==> src/hdl/mand_pkg.sv <==
// Shared types, reset values and register indexes for the escape-time iterator.
package mand_pkg;

    localparam int FRAC_BITS_DEF = 28;

    localparam int COORD_W  = 12;
    localparam int ITER_W   = 16;
    localparam int MAG_W    = 32;
    localparam int STEP_W   = 31;
    localparam int ORIGIN_W = 32;

    localparam int CFG_IDX_W  = 3;
    localparam int CFG_DATA_W = 32;

    // configuration register indexes
    localparam logic [CFG_IDX_W-1:0] REG_X_ORIGIN   = 3'd0;
    localparam logic [CFG_IDX_W-1:0] REG_Y_ORIGIN   = 3'd1;
    localparam logic [CFG_IDX_W-1:0] REG_X_STEP     = 3'd2;
    localparam logic [CFG_IDX_W-1:0] REG_Y_STEP     = 3'd3;
    localparam logic [CFG_IDX_W-1:0] REG_ITER_LIMIT = 3'd4;

    localparam logic signed [ORIGIN_W-1:0] X_ORIGIN_RST = -32'sd536870912;
    localparam logic signed [ORIGIN_W-1:0] Y_ORIGIN_RST = -32'sd300647711;
    localparam logic [STEP_W-1:0]          X_STEP_RST   = 31'd828794;
    localparam logic [STEP_W-1:0]          Y_STEP_RST   = 31'd751619;
    localparam logic [ITER_W-1:0]          ITER_LIM_RST = 16'd1000;

    typedef struct packed {
        logic [COORD_W-1:0] column;
        logic [COORD_W-1:0] row;
    } t_in_word;

    typedef struct packed {
        logic [COORD_W-1:0] out_column;
        logic [COORD_W-1:0] out_row;
        logic [ITER_W-1:0]  iterations;
        logic               inside_res;
        logic [MAG_W-1:0]   magnitude_squared;
    } t_out_word;

endpackage

==> src/hdl/mand_mul.sv <==
// Shared multi-cycle multiplier: a by b, b taken 32 bits a cycle from the top.
module mand_mul import mand_pkg::*; #(
    parameter int MW  = 32,
    parameter int NCH = 1
) (
    input  logic                  i_clk,
    input  logic                  i_rst_n,
    input  logic                  i_start,
    input  logic [MW-1:0]         i_a,
    input  logic [MW-1:0]         i_b,
    output logic [MW+NCH*32-1:0]  o_prod,
    output logic                  o_done
);

    localparam int BW    = NCH * 32;
    localparam int PRODW = MW + BW;
    localparam int PARTW = MW + 32;
    localparam int LW    = $clog2(NCH + 1);

    logic [MW-1:0]    r_a;
    logic [BW-1:0]    r_b;
    logic [PRODW-1:0] r_acc;
    logic [LW-1:0]    r_left;
    logic             r_done;

    logic [BW-1:0]    b_pad;
    logic [MW-1:0]    a_op;
    logic [31:0]      chunk;
    logic [PARTW-1:0] part;

    assign b_pad = BW'(i_b);
    assign a_op  = i_start ? i_a : r_a;
    assign chunk = i_start ? b_pad[BW-1 -: 32] : r_b[BW-1 -: 32];
    assign part  = PARTW'(a_op) * PARTW'(chunk);

    always_ff @(posedge i_clk) begin
        if (i_start) begin
            r_a   <= i_a;
            r_b   <= b_pad << 32;
            r_acc <= PRODW'(part);
        end else if (r_left != '0) begin
            r_b   <= r_b << 32;
            r_acc <= (r_acc << 32) + PRODW'(part);
        end
    end

    always_ff @(posedge i_clk) begin
        if (!i_rst_n) begin
            r_left <= '0;
            r_done <= 1'b0;
        end else if (i_start) begin
            r_left <= LW'(NCH - 1);
            r_done <= (NCH == 1);
        end else begin
            if (r_left != '0) r_left <= r_left - LW'(1);
            r_done <= (r_left == LW'(1));
        end
    end

    assign o_prod = r_acc;
    assign o_done = r_done;

endmodule

==> src/hdl/mandelbrot_escape_iterator.sv <==
// Each word runs two coordinate products and then three products per iteration through
// the single shared multiplier, whose operands are max(FRAC_BITS+4, 31) bits wide. The
// core works on one word at a time: a new word is accepted only after the previous result
// has been parked in the output register.
// Reset (synchronous, active low) returns the sequencer to idle, drops the result valid
// and reloads the configuration registers with their defaults.
module mandelbrot_escape_iterator import mand_pkg::*; #(
    parameter int FRAC_BITS = FRAC_BITS_DEF
) (
    input  logic                  i_clk,
    input  logic                  i_rst_n,
    // input words
    input  logic                  i_in_valid,
    output logic                  o_in_ready,
    input  t_in_word              i_in_word,
    // result words
    output logic                  o_out_valid,
    input  logic                  i_out_ready,
    output t_out_word             o_out_word,
    // configuration writes
    input  logic                  i_cfg_we,
    input  logic [CFG_IDX_W-1:0]  i_cfg_idx,
    input  logic [CFG_DATA_W-1:0] i_cfg_data
);

    // z parts: signed Q4.F
    localparam int ZW    = FRAC_BITS + 4;
    // multiplier operand width, wide enough for |z| and for the step registers
    localparam int MW    = (ZW > STEP_W) ? ZW : STEP_W;
    localparam int NCH   = (MW + 31) / 32;
    localparam int PRODW = MW + NCH * 32;
    // exact coordinate: 32-bit origin plus 12x31-bit product
    localparam int CW    = 45;
    // squares (Q7.F, unsigned), their sum (Q8.F, unsigned), and the half-shifted cross product
    localparam int SQW   = FRAC_BITS + 7;
    localparam int SUMW  = FRAC_BITS + 8;
    localparam int PW    = FRAC_BITS + 8;
    // working width for the next-z sums before saturation
    localparam int SW    = FRAC_BITS + 9;
    // rescale of |z|^2 to 24 fraction bits
    localparam int SHR   = (FRAC_BITS >= 24) ? FRAC_BITS - 24 : 0;
    localparam int SHL   = (FRAC_BITS < 24) ? 24 - FRAC_BITS : 0;
    localparam int SCW   = SUMW + SHL;

    localparam logic [SUMW-1:0] FOUR = SUMW'(4) << FRAC_BITS;

    typedef enum logic [2:0] {
        ST_IDLE,
        ST_FX,   // waiting on column * x_step
        ST_FY,   // waiting on row * y_step
        ST_XY,   // waiting on |zx|*|zy|
        ST_SQX,  // waiting on zx^2
        ST_SQY,  // waiting on zy^2, then escape test
        ST_FIN
    } t_state;

    // config
    logic signed [ORIGIN_W-1:0] r_x_origin, r_y_origin;
    logic [STEP_W-1:0]          r_x_step, r_y_step;
    logic [ITER_W-1:0]          r_limit;

    t_state                     r_state;
    logic [COORD_W-1:0]         r_col, r_row;
    logic signed [ZW-1:0]       r_cx, r_cy, r_zx, r_zy;
    logic [SQW-1:0]             r_zx2, r_zy2;
    logic [ITER_W-1:0]          r_iter;
    logic                       r_neg;
    logic                       r_out_valid;
    t_out_word                  r_out_word;

    // shared multiplier
    logic                       mul_start;
    logic [MW-1:0]              mul_a, mul_b;
    logic [PRODW-1:0]           prod;
    logic                       mul_done;

    mand_mul #(
        .MW  (MW),
        .NCH (NCH)
    ) u_mul (
        .i_clk   (i_clk),
        .i_rst_n (i_rst_n),
        .i_start (mul_start),
        .i_a     (mul_a),
        .i_b     (mul_b),
        .o_prod  (prod),
        .o_done  (mul_done)
    );

    function automatic logic signed [ZW-1:0] sat_z(input logic signed [SW-1:0] v);
        logic ovf;
        ovf = (v[SW-1:ZW-1] != {(SW-ZW+1){v[SW-1]}});
        if (ovf) sat_z = v[SW-1] ? {1'b1, {(ZW-1){1'b0}}} : {1'b0, {(ZW-1){1'b1}}};
        else     sat_z = v[ZW-1:0];
    endfunction

    function automatic logic signed [ZW-1:0] sat_c(input logic signed [CW-1:0] v);
        logic ovf;
        ovf = (v[CW-1:ZW-1] != {(CW-ZW+1){v[CW-1]}});
        if (ovf) sat_c = v[CW-1] ? {1'b1, {(ZW-1){1'b0}}} : {1'b0, {(ZW-1){1'b1}}};
        else     sat_c = v[ZW-1:0];
    endfunction

    function automatic logic [MW-1:0] mag_z(input logic signed [ZW-1:0] v);
        logic [ZW-1:0] m;
        m = v[ZW-1] ? ZW'(-v) : ZW'(v);
        mag_z = MW'(m);
    endfunction

    // coordinate forming, one adder shared by both axes
    logic signed [ORIGIN_W-1:0] org;
    logic signed [CW-1:0]       c_full;
    logic [CW-1:0]              c_mag;
    logic                       snap;
    logic signed [ZW-1:0]       c_sat;

    assign org    = (r_state == ST_FX) ? r_x_origin : r_y_origin;
    assign c_full = CW'(org) + $signed({1'b0, prod[CW-2:0]});
    assign c_mag  = c_full[CW-1] ? CW'(-c_full) : CW'(c_full);
    // imaginary part snapped to the axis inside half a row step
    assign snap   = ({c_mag, 1'b0} < (CW + 1)'(r_y_step));
    assign c_sat  = sat_c(c_full);

    // iteration datapath
    logic [SQW-1:0]       sq;
    logic [PW-1:0]        pxy;
    logic signed [SW-1:0] pxy_s, zy_sum, zx_sum;
    logic [SUMW-1:0]      esc_sum;
    logic [ITER_W-1:0]    it_next;
    logic                 cont;

    assign sq      = prod[FRAC_BITS +: SQW];
    // 2*zx*zy: shift by one fewer bit
    assign pxy     = prod[FRAC_BITS-1 +: PW];
    assign pxy_s   = $signed({1'b0, pxy});
    assign zy_sum  = (r_neg ? -pxy_s : pxy_s) + SW'(r_cy);
    assign zx_sum  = $signed({2'b00, r_zx2}) - $signed({2'b00, sq}) + SW'(r_cx);
    assign esc_sum = SUMW'(r_zx2) + SUMW'(sq);
    assign it_next = r_iter + ITER_W'(1);
    assign cont    = (it_next < r_limit) && (esc_sum < FOUR);

    // result formatting
    logic [SUMW-1:0] fin_sum;
    logic [SCW-1:0]  scaled;
    logic            mag_sat;

    assign fin_sum = SUMW'(r_zx2) + SUMW'(r_zy2);
    assign scaled  = (SCW'(fin_sum) << SHL) >> SHR;
    assign mag_sat = (scaled > SCW'(32'hFFFF_FFFF));

    // multiplier issue: next product starts in the cycle the previous one is used
    always_comb begin
        mul_start = 1'b0;
        mul_a     = '0;
        mul_b     = '0;
        unique case (r_state)
            ST_IDLE: begin
                mul_start = i_in_valid;
                mul_a     = MW'(i_in_word.column);
                mul_b     = MW'(r_x_step);
            end
            ST_FX: begin
                mul_start = mul_done;
                mul_a     = MW'(r_row);
                mul_b     = MW'(r_y_step);
            end
            ST_FY: begin
                // first pass: z is zero, so the cross product is zero
                mul_start = mul_done && (r_limit != '0);
            end
            ST_XY: begin
                mul_start = mul_done;
                mul_a     = mag_z(r_zx);
                mul_b     = mag_z(r_zx);
            end
            ST_SQX: begin
                mul_start = mul_done;
                mul_a     = mag_z(r_zy);
                mul_b     = mag_z(r_zy);
            end
            ST_SQY: begin
                mul_start = mul_done && cont;
                mul_a     = mag_z(r_zx);
                mul_b     = mag_z(r_zy);
            end
            ST_FIN: begin
                mul_start = 1'b0;
            end
            default: begin
                mul_start = 1'b0;
            end
        endcase
    end

    always_ff @(posedge i_clk) begin
        if (!i_rst_n) begin
            r_state     <= ST_IDLE;
            r_out_valid <= 1'b0;
            r_x_origin  <= X_ORIGIN_RST;
            r_y_origin  <= Y_ORIGIN_RST;
            r_x_step    <= X_STEP_RST;
            r_y_step    <= Y_STEP_RST;
            r_limit     <= ITER_LIM_RST;
        end else begin
            if (i_cfg_we) begin
                unique case (i_cfg_idx)
                    REG_X_ORIGIN:   r_x_origin <= i_cfg_data;
                    REG_Y_ORIGIN:   r_y_origin <= i_cfg_data;
                    REG_X_STEP:     r_x_step   <= i_cfg_data[STEP_W-1:0];
                    REG_Y_STEP:     r_y_step   <= i_cfg_data[STEP_W-1:0];
                    REG_ITER_LIMIT: r_limit    <= i_cfg_data[ITER_W-1:0];
                    default: ;
                endcase
            end

            // the finish state reloads the result register itself
            if (r_out_valid && i_out_ready && (r_state != ST_FIN)) r_out_valid <= 1'b0;

            unique case (r_state)
                ST_IDLE: begin
                    if (i_in_valid) begin
                        r_col   <= i_in_word.column;
                        r_row   <= i_in_word.row;
                        r_state <= ST_FX;
                    end
                end
                ST_FX: begin
                    if (mul_done) begin
                        r_cx    <= c_sat;
                        r_state <= ST_FY;
                    end
                end
                ST_FY: begin
                    if (mul_done) begin
                        r_cy    <= snap ? '0 : c_sat;
                        // z starts at zero, so the first new zx is cx
                        r_zx    <= r_cx;
                        r_zy    <= '0;
                        r_zx2   <= '0;
                        r_zy2   <= '0;
                        r_iter  <= '0;
                        r_neg   <= 1'b0;
                        r_state <= (r_limit == '0) ? ST_FIN : ST_XY;
                    end
                end
                ST_XY: begin
                    if (mul_done) begin
                        r_zy    <= sat_z(zy_sum);
                        r_state <= ST_SQX;
                    end
                end
                ST_SQX: begin
                    if (mul_done) begin
                        r_zx2   <= sq;
                        r_state <= ST_SQY;
                    end
                end
                ST_SQY: begin
                    if (mul_done) begin
                        r_zy2  <= sq;
                        r_iter <= it_next;
                        if (cont) begin
                            // sign of the cross product from z before update
                            r_neg   <= r_zx[ZW-1] ^ r_zy[ZW-1];
                            r_zx    <= sat_z(zx_sum);
                            r_state <= ST_XY;
                        end else begin
                            r_state <= ST_FIN;
                        end
                    end
                end
                ST_FIN: begin
                    // output register frees the core as soon as the word is parked
                    if (!r_out_valid || i_out_ready) begin
                        r_out_word.out_column        <= r_col;
                        r_out_word.out_row           <= r_row;
                        r_out_word.iterations        <= r_iter;
                        r_out_word.inside_res        <= (r_iter == r_limit);
                        r_out_word.magnitude_squared <= mag_sat ? '1 : scaled[MAG_W-1:0];
                        r_out_valid                  <= 1'b1;
                        r_state                      <= ST_IDLE;
                    end
                end
                default: begin
                    r_state <= ST_IDLE;
                end
            endcase
        end
    end

    assign o_in_ready  = (r_state == ST_IDLE);
    assign o_out_valid = r_out_valid;
    assign o_out_word  = r_out_word;

endmodule

==> config.mk <==
export PLATFORM = sky130hd
export DESIGN_NAME = mandelbrot_escape_iterator
export DESIGN_NICKNAME = d
export VERILOG_FILES = /design/src/hdl/mand_pkg.sv /design/src/hdl/mand_mul.sv /design/src/hdl/mandelbrot_escape_iterator.sv
export SDC_FILE = /design/constraint.sdc
export NUM_CORES = 2
export LEC_CHECK = 0
export BUFFER_PORTS_ARGS = -buffer_cell sky130_fd_sc_hd__buf_4
export CAP_MARGIN = 20
export CORE_MARGIN = 2
export CORE_UTILIZATION = 40
export CTS_CLUSTER_DIAMETER = 40
export CTS_CLUSTER_SIZE = 8
export DETAILED_ROUTE_END_ITERATION = 10
export GPL_TIMING_DRIVEN = 0
export PLACE_DENSITY = 0.57
export REMOVE_ABC_BUFFERS = 1
export SYNTH_ARGS = -nofsm -noshare
export SYNTH_HDL_FRONTEND = slang
export SYNTH_SLANG_ARGS = --single-unit
==> constraint.sdc <==
create_clock -name i_clk -period 30.9 [get_ports i_clk]
set_input_delay 6.18 -clock i_clk [delete_from_list [all_inputs] [get_ports i_clk]]
set_output_delay 6.18 -clock i_clk [all_outputs]
set_load 0.01 [all_outputs]
# Yosys cells after proc, flatten, opt, wreduce, memory -nomap -nowiden
# Index checks and enable logic that the tools add are counted.
[totals]
reg_bits = 555
latchBits = 0
ram_bits = 0
rom_bits = 0
input_bits = 64
output_inout_bits = 75
word_cells = 153
n_memories = 0
[classes]
add_sub_neg = 13
mul = 1
div = 0
magnitude_cmp = 4
eq_ne = 23
shifts = 0
muxes = 50
bitwise_logic = 3
n_reduce_logical = 33
[op_table]
columns = ["op", "count"]
rows = [
  ["two-way mux 32 bit", 16],
  ["one-hot mux 32 bit (4 select lines)", 2],
  ["one-hot mux 35 bit (2 select lines)", 2],
  ["one-hot mux 32 bit (2 select lines)", 2],
  ["two-way mux 63 bit", 2],
  ["adder 35 x 35 -> 36 bit", 2],
  ["two-way mux 35 bit", 2],
  ["negation 32 bit", 2],
  ["adder 63 bit", 1],
  ["multiplier 32 x 32 -> 63 bit", 1],
  ["less-than comparator 46 x 31 -> 1 bit", 1],
  ["adder 32 x 45 -> 45 bit", 1],
  ["two-way mux 45 bit", 1],
  ["negation 45 bit", 1],
  ["adder 36 x 32 -> 37 bit", 1],
  ["adder 37 x 32 -> 37 bit", 1],
  ["two-way mux 37 bit", 1],
  ["negation 36 -> 37 bit", 1],
  ["less-than comparator 36 x 31 -> 1 bit, second input constant", 1],
  ["subtractor 35 x 35 -> 36 bit", 1],
  ["greater-than comparator 32 bit, second input constant", 1],
  ["two-way mux 16 bit", 2],
  ["one-hot mux 16 bit (2 select lines)", 1],
  ["two-way mux 3 bit", 9],
  ["other kinds (32)", 72],
]

# Depth between registers and ports, before layout
[depth]
ltp_word = 10
mapped_depth = 64
ltp_nobuf = 61

# Cells and area by module
# A second synthesis with hierarchy kept.
[hier_totals]
cells_unflattened = 7944
hier_area_um2 = 71172.0
[by_module_without_submodules]
columns = ["mod", "instances", "cells_per_inst", "area_each_um2", "seq_area_each_um2"]
rows = [
  ["mand_mul", 1, 4217, 37781.2, 1961.9],
  ["mandelbrot_escape_iterator", 1, 3727, 33390.8, 12291.8],
]

# Worst setup path before layout
# OpenSTA, ideal clock, no wires.
[synth_path]
kind = "input to register"
start = "in i_in_valid"
end = "reg u_mul.r_acc[59] (netlist: u_mul.o_prod[59]), data pin"
t_arrival_ns = 16.917
t_required_ns = 30.641
path_slack_ns = 13.724
path_stages = 47
n_path_buf = 2
cell_sequence = "nand2_1 -> a21oi_1 -> a31oi_1 -> buf_2 -> mux2i_1 -> clkbuf_1 -> nor2_1 -> fa_1 -> inv_1 -> fa_1 -> fa_1 -> inv_1 -> fa_1 -> inv_1 -> fa_1 -> inv_1 -> fa_1 -> fa_1 -> (+11 left out) -> nor2b_1 -> o21a_1 -> nor2_1 -> xnor2_1 -> ha_1 -> a21o_1 -> a21o_1 -> a2111oi_0 -> o311ai_0 -> nand3_1 -> o21ai_0 -> o21ai_0 -> o211ai_1 -> a31o_2 -> a21oi_1 -> xor2_1 -> nand2_1 -> o31a_1"
[synth_between]
elab_chain_len = 6
word_cells_on_any_way = 7
cone_classes = "add/sub: 1; mul: 1; mux: 5"
[synth_rtl]
columns = ["item", "line", "text"]
rows = [
  ["start: declaration", "mandelbrot_escape_iterator.sv:13", "input logic i_in_valid,"],
  ["one-hot mux 1 bit (4 select lines) (*)", "mandelbrot_escape_iterator.sv:156", "unique case (r_state)"],
  ["two-way mux 32 bit, on equally long branches", "--", ""],
  ["multiplier 32 x 32 -> 63 bit", "mand_mul.sv:34", "assign part = PARTW'(a_op) * PARTW'(chunk);"],
  ["adder 63 bit", "mand_mul.sv:43", "r_acc <= (r_acc << 32) + PRODW'(part);"],
  ["two-way mux 63 bit", "mand_mul.sv:41", "end else if (r_left != '0) begin"],
  ["two-way mux 63 bit (*)", "mand_mul.sv:37", "if (i_start) begin"],
  ["end signal: assignment", "mand_mul.sv:40", "r_acc <= PRODW'(part);"],
  ["end signal: assignment", "mand_mul.sv:43", ""],
  ["end: declaration", "mand_mul.sv:22", "logic [PRODW-1:0] r_acc;"],
]
# Mark *: on every way between the ends. The rest lies on a longest branch, timed or not. The select of a mux whose other input is x is not followed.
# A chain may end at the register's enable or synchronous reset.

# Worst setup path after layout
[layout_path]
start = "in i_in_valid"
end = "reg u_mul.r_acc[61] (netlist: u_mul.o_prod[61]), data pin"
# Same word-level chain as after synthesis.

==> reports/qor.txt <==
post-CTS sizing: 0
fmax: 49.8 MHz
Synth Warn #: 0
GP Congestion: 0.964
multi-input combinational cell area: 50200 um^2
Clock Skew: 0.0544 ns
Row Count: 153
sequential share of power: 18.0%
crit end category: flip-flop
worst skew pair latency: 0.73 ns
max-cap violation count: 0
# clock sinks: 555
Die W: 424 um
Worst setup SP type: input pin
peak supply drop: 0.0950 mV
CTS tree: done
PwrDens: 78.8 nW/um^2
Core Area: 174000 um^2
Setup CP Type: input pin to flip-flop
io pins: 139
Critical-path top delay cell: a2111oi_0
Final Slew Violations: 0
clock network power share: 17.3%
Synth Register Bits: 555
worst hold stages: 0
post-route ant nets: 0
full die area: 179000 um^2
Cells after DPL: 10.1k
Die Ht: 424 um
CTS Buffer Depth: 3
area grow syn2layout: 12.3%
nets@finish: 9363
Crit path largest cell delay: 0.90 ns
1st-pass router iterations: 6
RSZ-0062 raised after global routing: false
CP Max Fanout: 21
Synth top area share: 25.6%
worst path bufs/invs: 10
Netlist cell types: 101
residual DRC count: 0
final hold viol count: 0
top-count cell post-synth: inv_1
max_slew headroom: 19.6%
Hold Buf Count CTS: 0
H-tree depth: 3
leak pwr: 35.8 nW
initial drt markers: 5407
critical path's top delay family: compound AO/OA/AOI/OAI gates
largest area contributor in the netlist: fa_1
drt wl/cell: 24.4 um
Mapped Area: 70400 um^2
status: complete, no violations
All-Layer GR Usage: 27.9%
Routed Wire Length: 250000 um
worst slew pin tran: 1.20 ns
Net Sw Power: 0.00314 W
Primary FF master, synth: edfxtp_1
Starting Density: 40.4%
Fillers: 16.8k
DP Wirelength: 201000 um
vias in the first global route: 58.5k
Power, Total: 0.00623 W
Seq. cell area: 14900 um^2
Post-CTS Setup Inserts: 0
Crit path required time: 31.35 ns
Vias: 57.4k
global route overflow: 0
Min-Delay Path Class: flip-flop to flip-flop
Async S/R FF share, synth: 0%
clock-pin slew on the worst setup and hold paths: 0.05 ns
Int Power: 0.00310 W
worst reg2reg path depth: 57
fin crit share: 65.0%
Levels on crit path: 48
number of buffers added on ports: 138
Final min period: 20.09 ns
ratio of cells with drive above 1 in the final layout: 8.10%
cts bufs inserted: 100
register area share after synthesis: 21.1%
largest net degree at the start of global routing: 81
Non-Filler Instances: 10.2k
Critical Path AT: 20.54 ns
synth cell count leaders: inv_1, nand2_1, fa_1, nor2_1, ha_1
Post-synth EDFFs: 375
Switching Share: 50.3%
initial antenna violation count: 15
Setup-failing EPs final: 0
Synth area leaders: fa_1, edfxtp_1, ha_1, inv_1, dfxtp_1
Gate Count Post-Synth: 7842
vias per inst: 5.60
Logic pwr share: 64.7%
first-pass GRT wire length: 374000 um
CTS Root Cell: clkbuf_16
mean post-synth cell area: 8.98 um^2
Finished Core Util: 45.3%
-- metrics by stage --
stage	TNS, ns	setup slack [ns]	hold WS [ns]	cell area [um^2]
floorplan	0	8.56	0.400	69000
global placement	-0.573	-0.356	0.401	72900
detailed placement	0	10.38	0.405	75700
CTS	0	11.04	0.413	79000
global route	0	10.28	0.418	79000
finish	0	10.81	0.412	79100
-- routing by layer --
layer	vias up	wire, um	global-route usage [%]	part of all wire (%)
li1	25600	-	-	-
met1	28900	101000	36.3	40
met2	2274	114000	44.9	46
met3	519	19500	4.26	7.8
met4	2	15200	14.9	6.1
met5	-	9	0	0.0036
-- area by class of cell --
class,instances,share of cell area (%)
well taps,2325,3.68
flip-flops and latches,555,18.8
diodes,5,0.0158
clock inverters,37,0.511
multi-input cells,5730,63.6
repair buffers,247,4.07
inverters,1204,5.72
clock buffers,144,3.64
-- worst register-to-register path: cells and delay by family (launching register included) --
family | cells | cell delay (ns)
buf+inv | 11 | 1.96
simple gates | 6 | 1.03
fa+ha+maj | 11 | 5.09
xor+xnor | 1 | 0.36
flops | 1 | 0.91
compound gates | 27 | 8.19
mux | 1 | 0.61
-- sequential cells by signal, summed over array words and instances (netlist names) --
register / flops
o_out_valid: 1
o_out_word: 73
r_col: 12
r_cx: 32
r_cy: 32
r_iter: 16
r_limit: 16
r_neg: 1
r_row: 12
r_state: 3
r_x_origin: 32
r_x_step: 31
r_y_origin: 32
r_y_step: 31
r_zx: 32
r_zx2: 35
r_zy: 32
r_zy2: 35
u_mul.o_done: 1
u_mul.o_prod: 63
u_mul.r_a: 32
u_mul.r_left: 1
-- final timing paths --
path,from,end,slack [ns]
worst max-delay path,i_in_valid,u_mul.o_prod[61]$_DFFE_PP_,10.81
worst min-delay path,r_col[1]$_DFFE_PP_,o_out_word[62]$_DFFE_PP_,0.41
worst max register to register,u_mul.o_prod[29]$_DFFE_PP_,u_mul.o_prod[61]$_DFFE_PP_,12.49
worst min register to register,r_col[1]$_DFFE_PP_,o_out_word[62]$_DFFE_PP_,0.41
-- power by group through the flow --
stage	Clock (W)	Combinational, W	Sequential, W
6_report	0.00108	0.00403	0.00112
5_1_grt	0.00112	0.00439	0.00111
3_3_place_gp	0	0.00380	0.00113
3_5_place_dp	0	0.00393	0.00113
4_1_cts	0.00109	0.00398	0.00111
2_1_floorplan	0	0.00262	0.00100
-- cell families after synthesis --
| family | share of synthesized area, % |
|---|---|
| adder cells (fa/ha/maj) | 35.6 |
| XOR/XNOR | 4.77 |
| other | 0.00533 |
| multiplexers | 2.29 |
| AO/OA/AOI/OAI | 12.6 |
| AND/OR/NAND/NOR | 15.3 |
| buffers and inverters | 8.42 |
| flip-flops | 21.1 |
-- cells in the final DEF, fill, tap and decap left out, types with 89 or more instances in the layout --
cell          n
a21oi_1     293
inv_1      1194
xor2_1      135
nand2_1     939
ha_1        561
dfxtp_1     177
fa_1        900
o21ai_0     206
edfxtp_1    375
nand3_1     103
xnor2_1     248
a21o_1      114
nor2_1      833
o21a_1       89
a21boi_0    107
clkbuf_16   105
buf_4       143
Note: power is estimated with default switching activity, not from simulation.
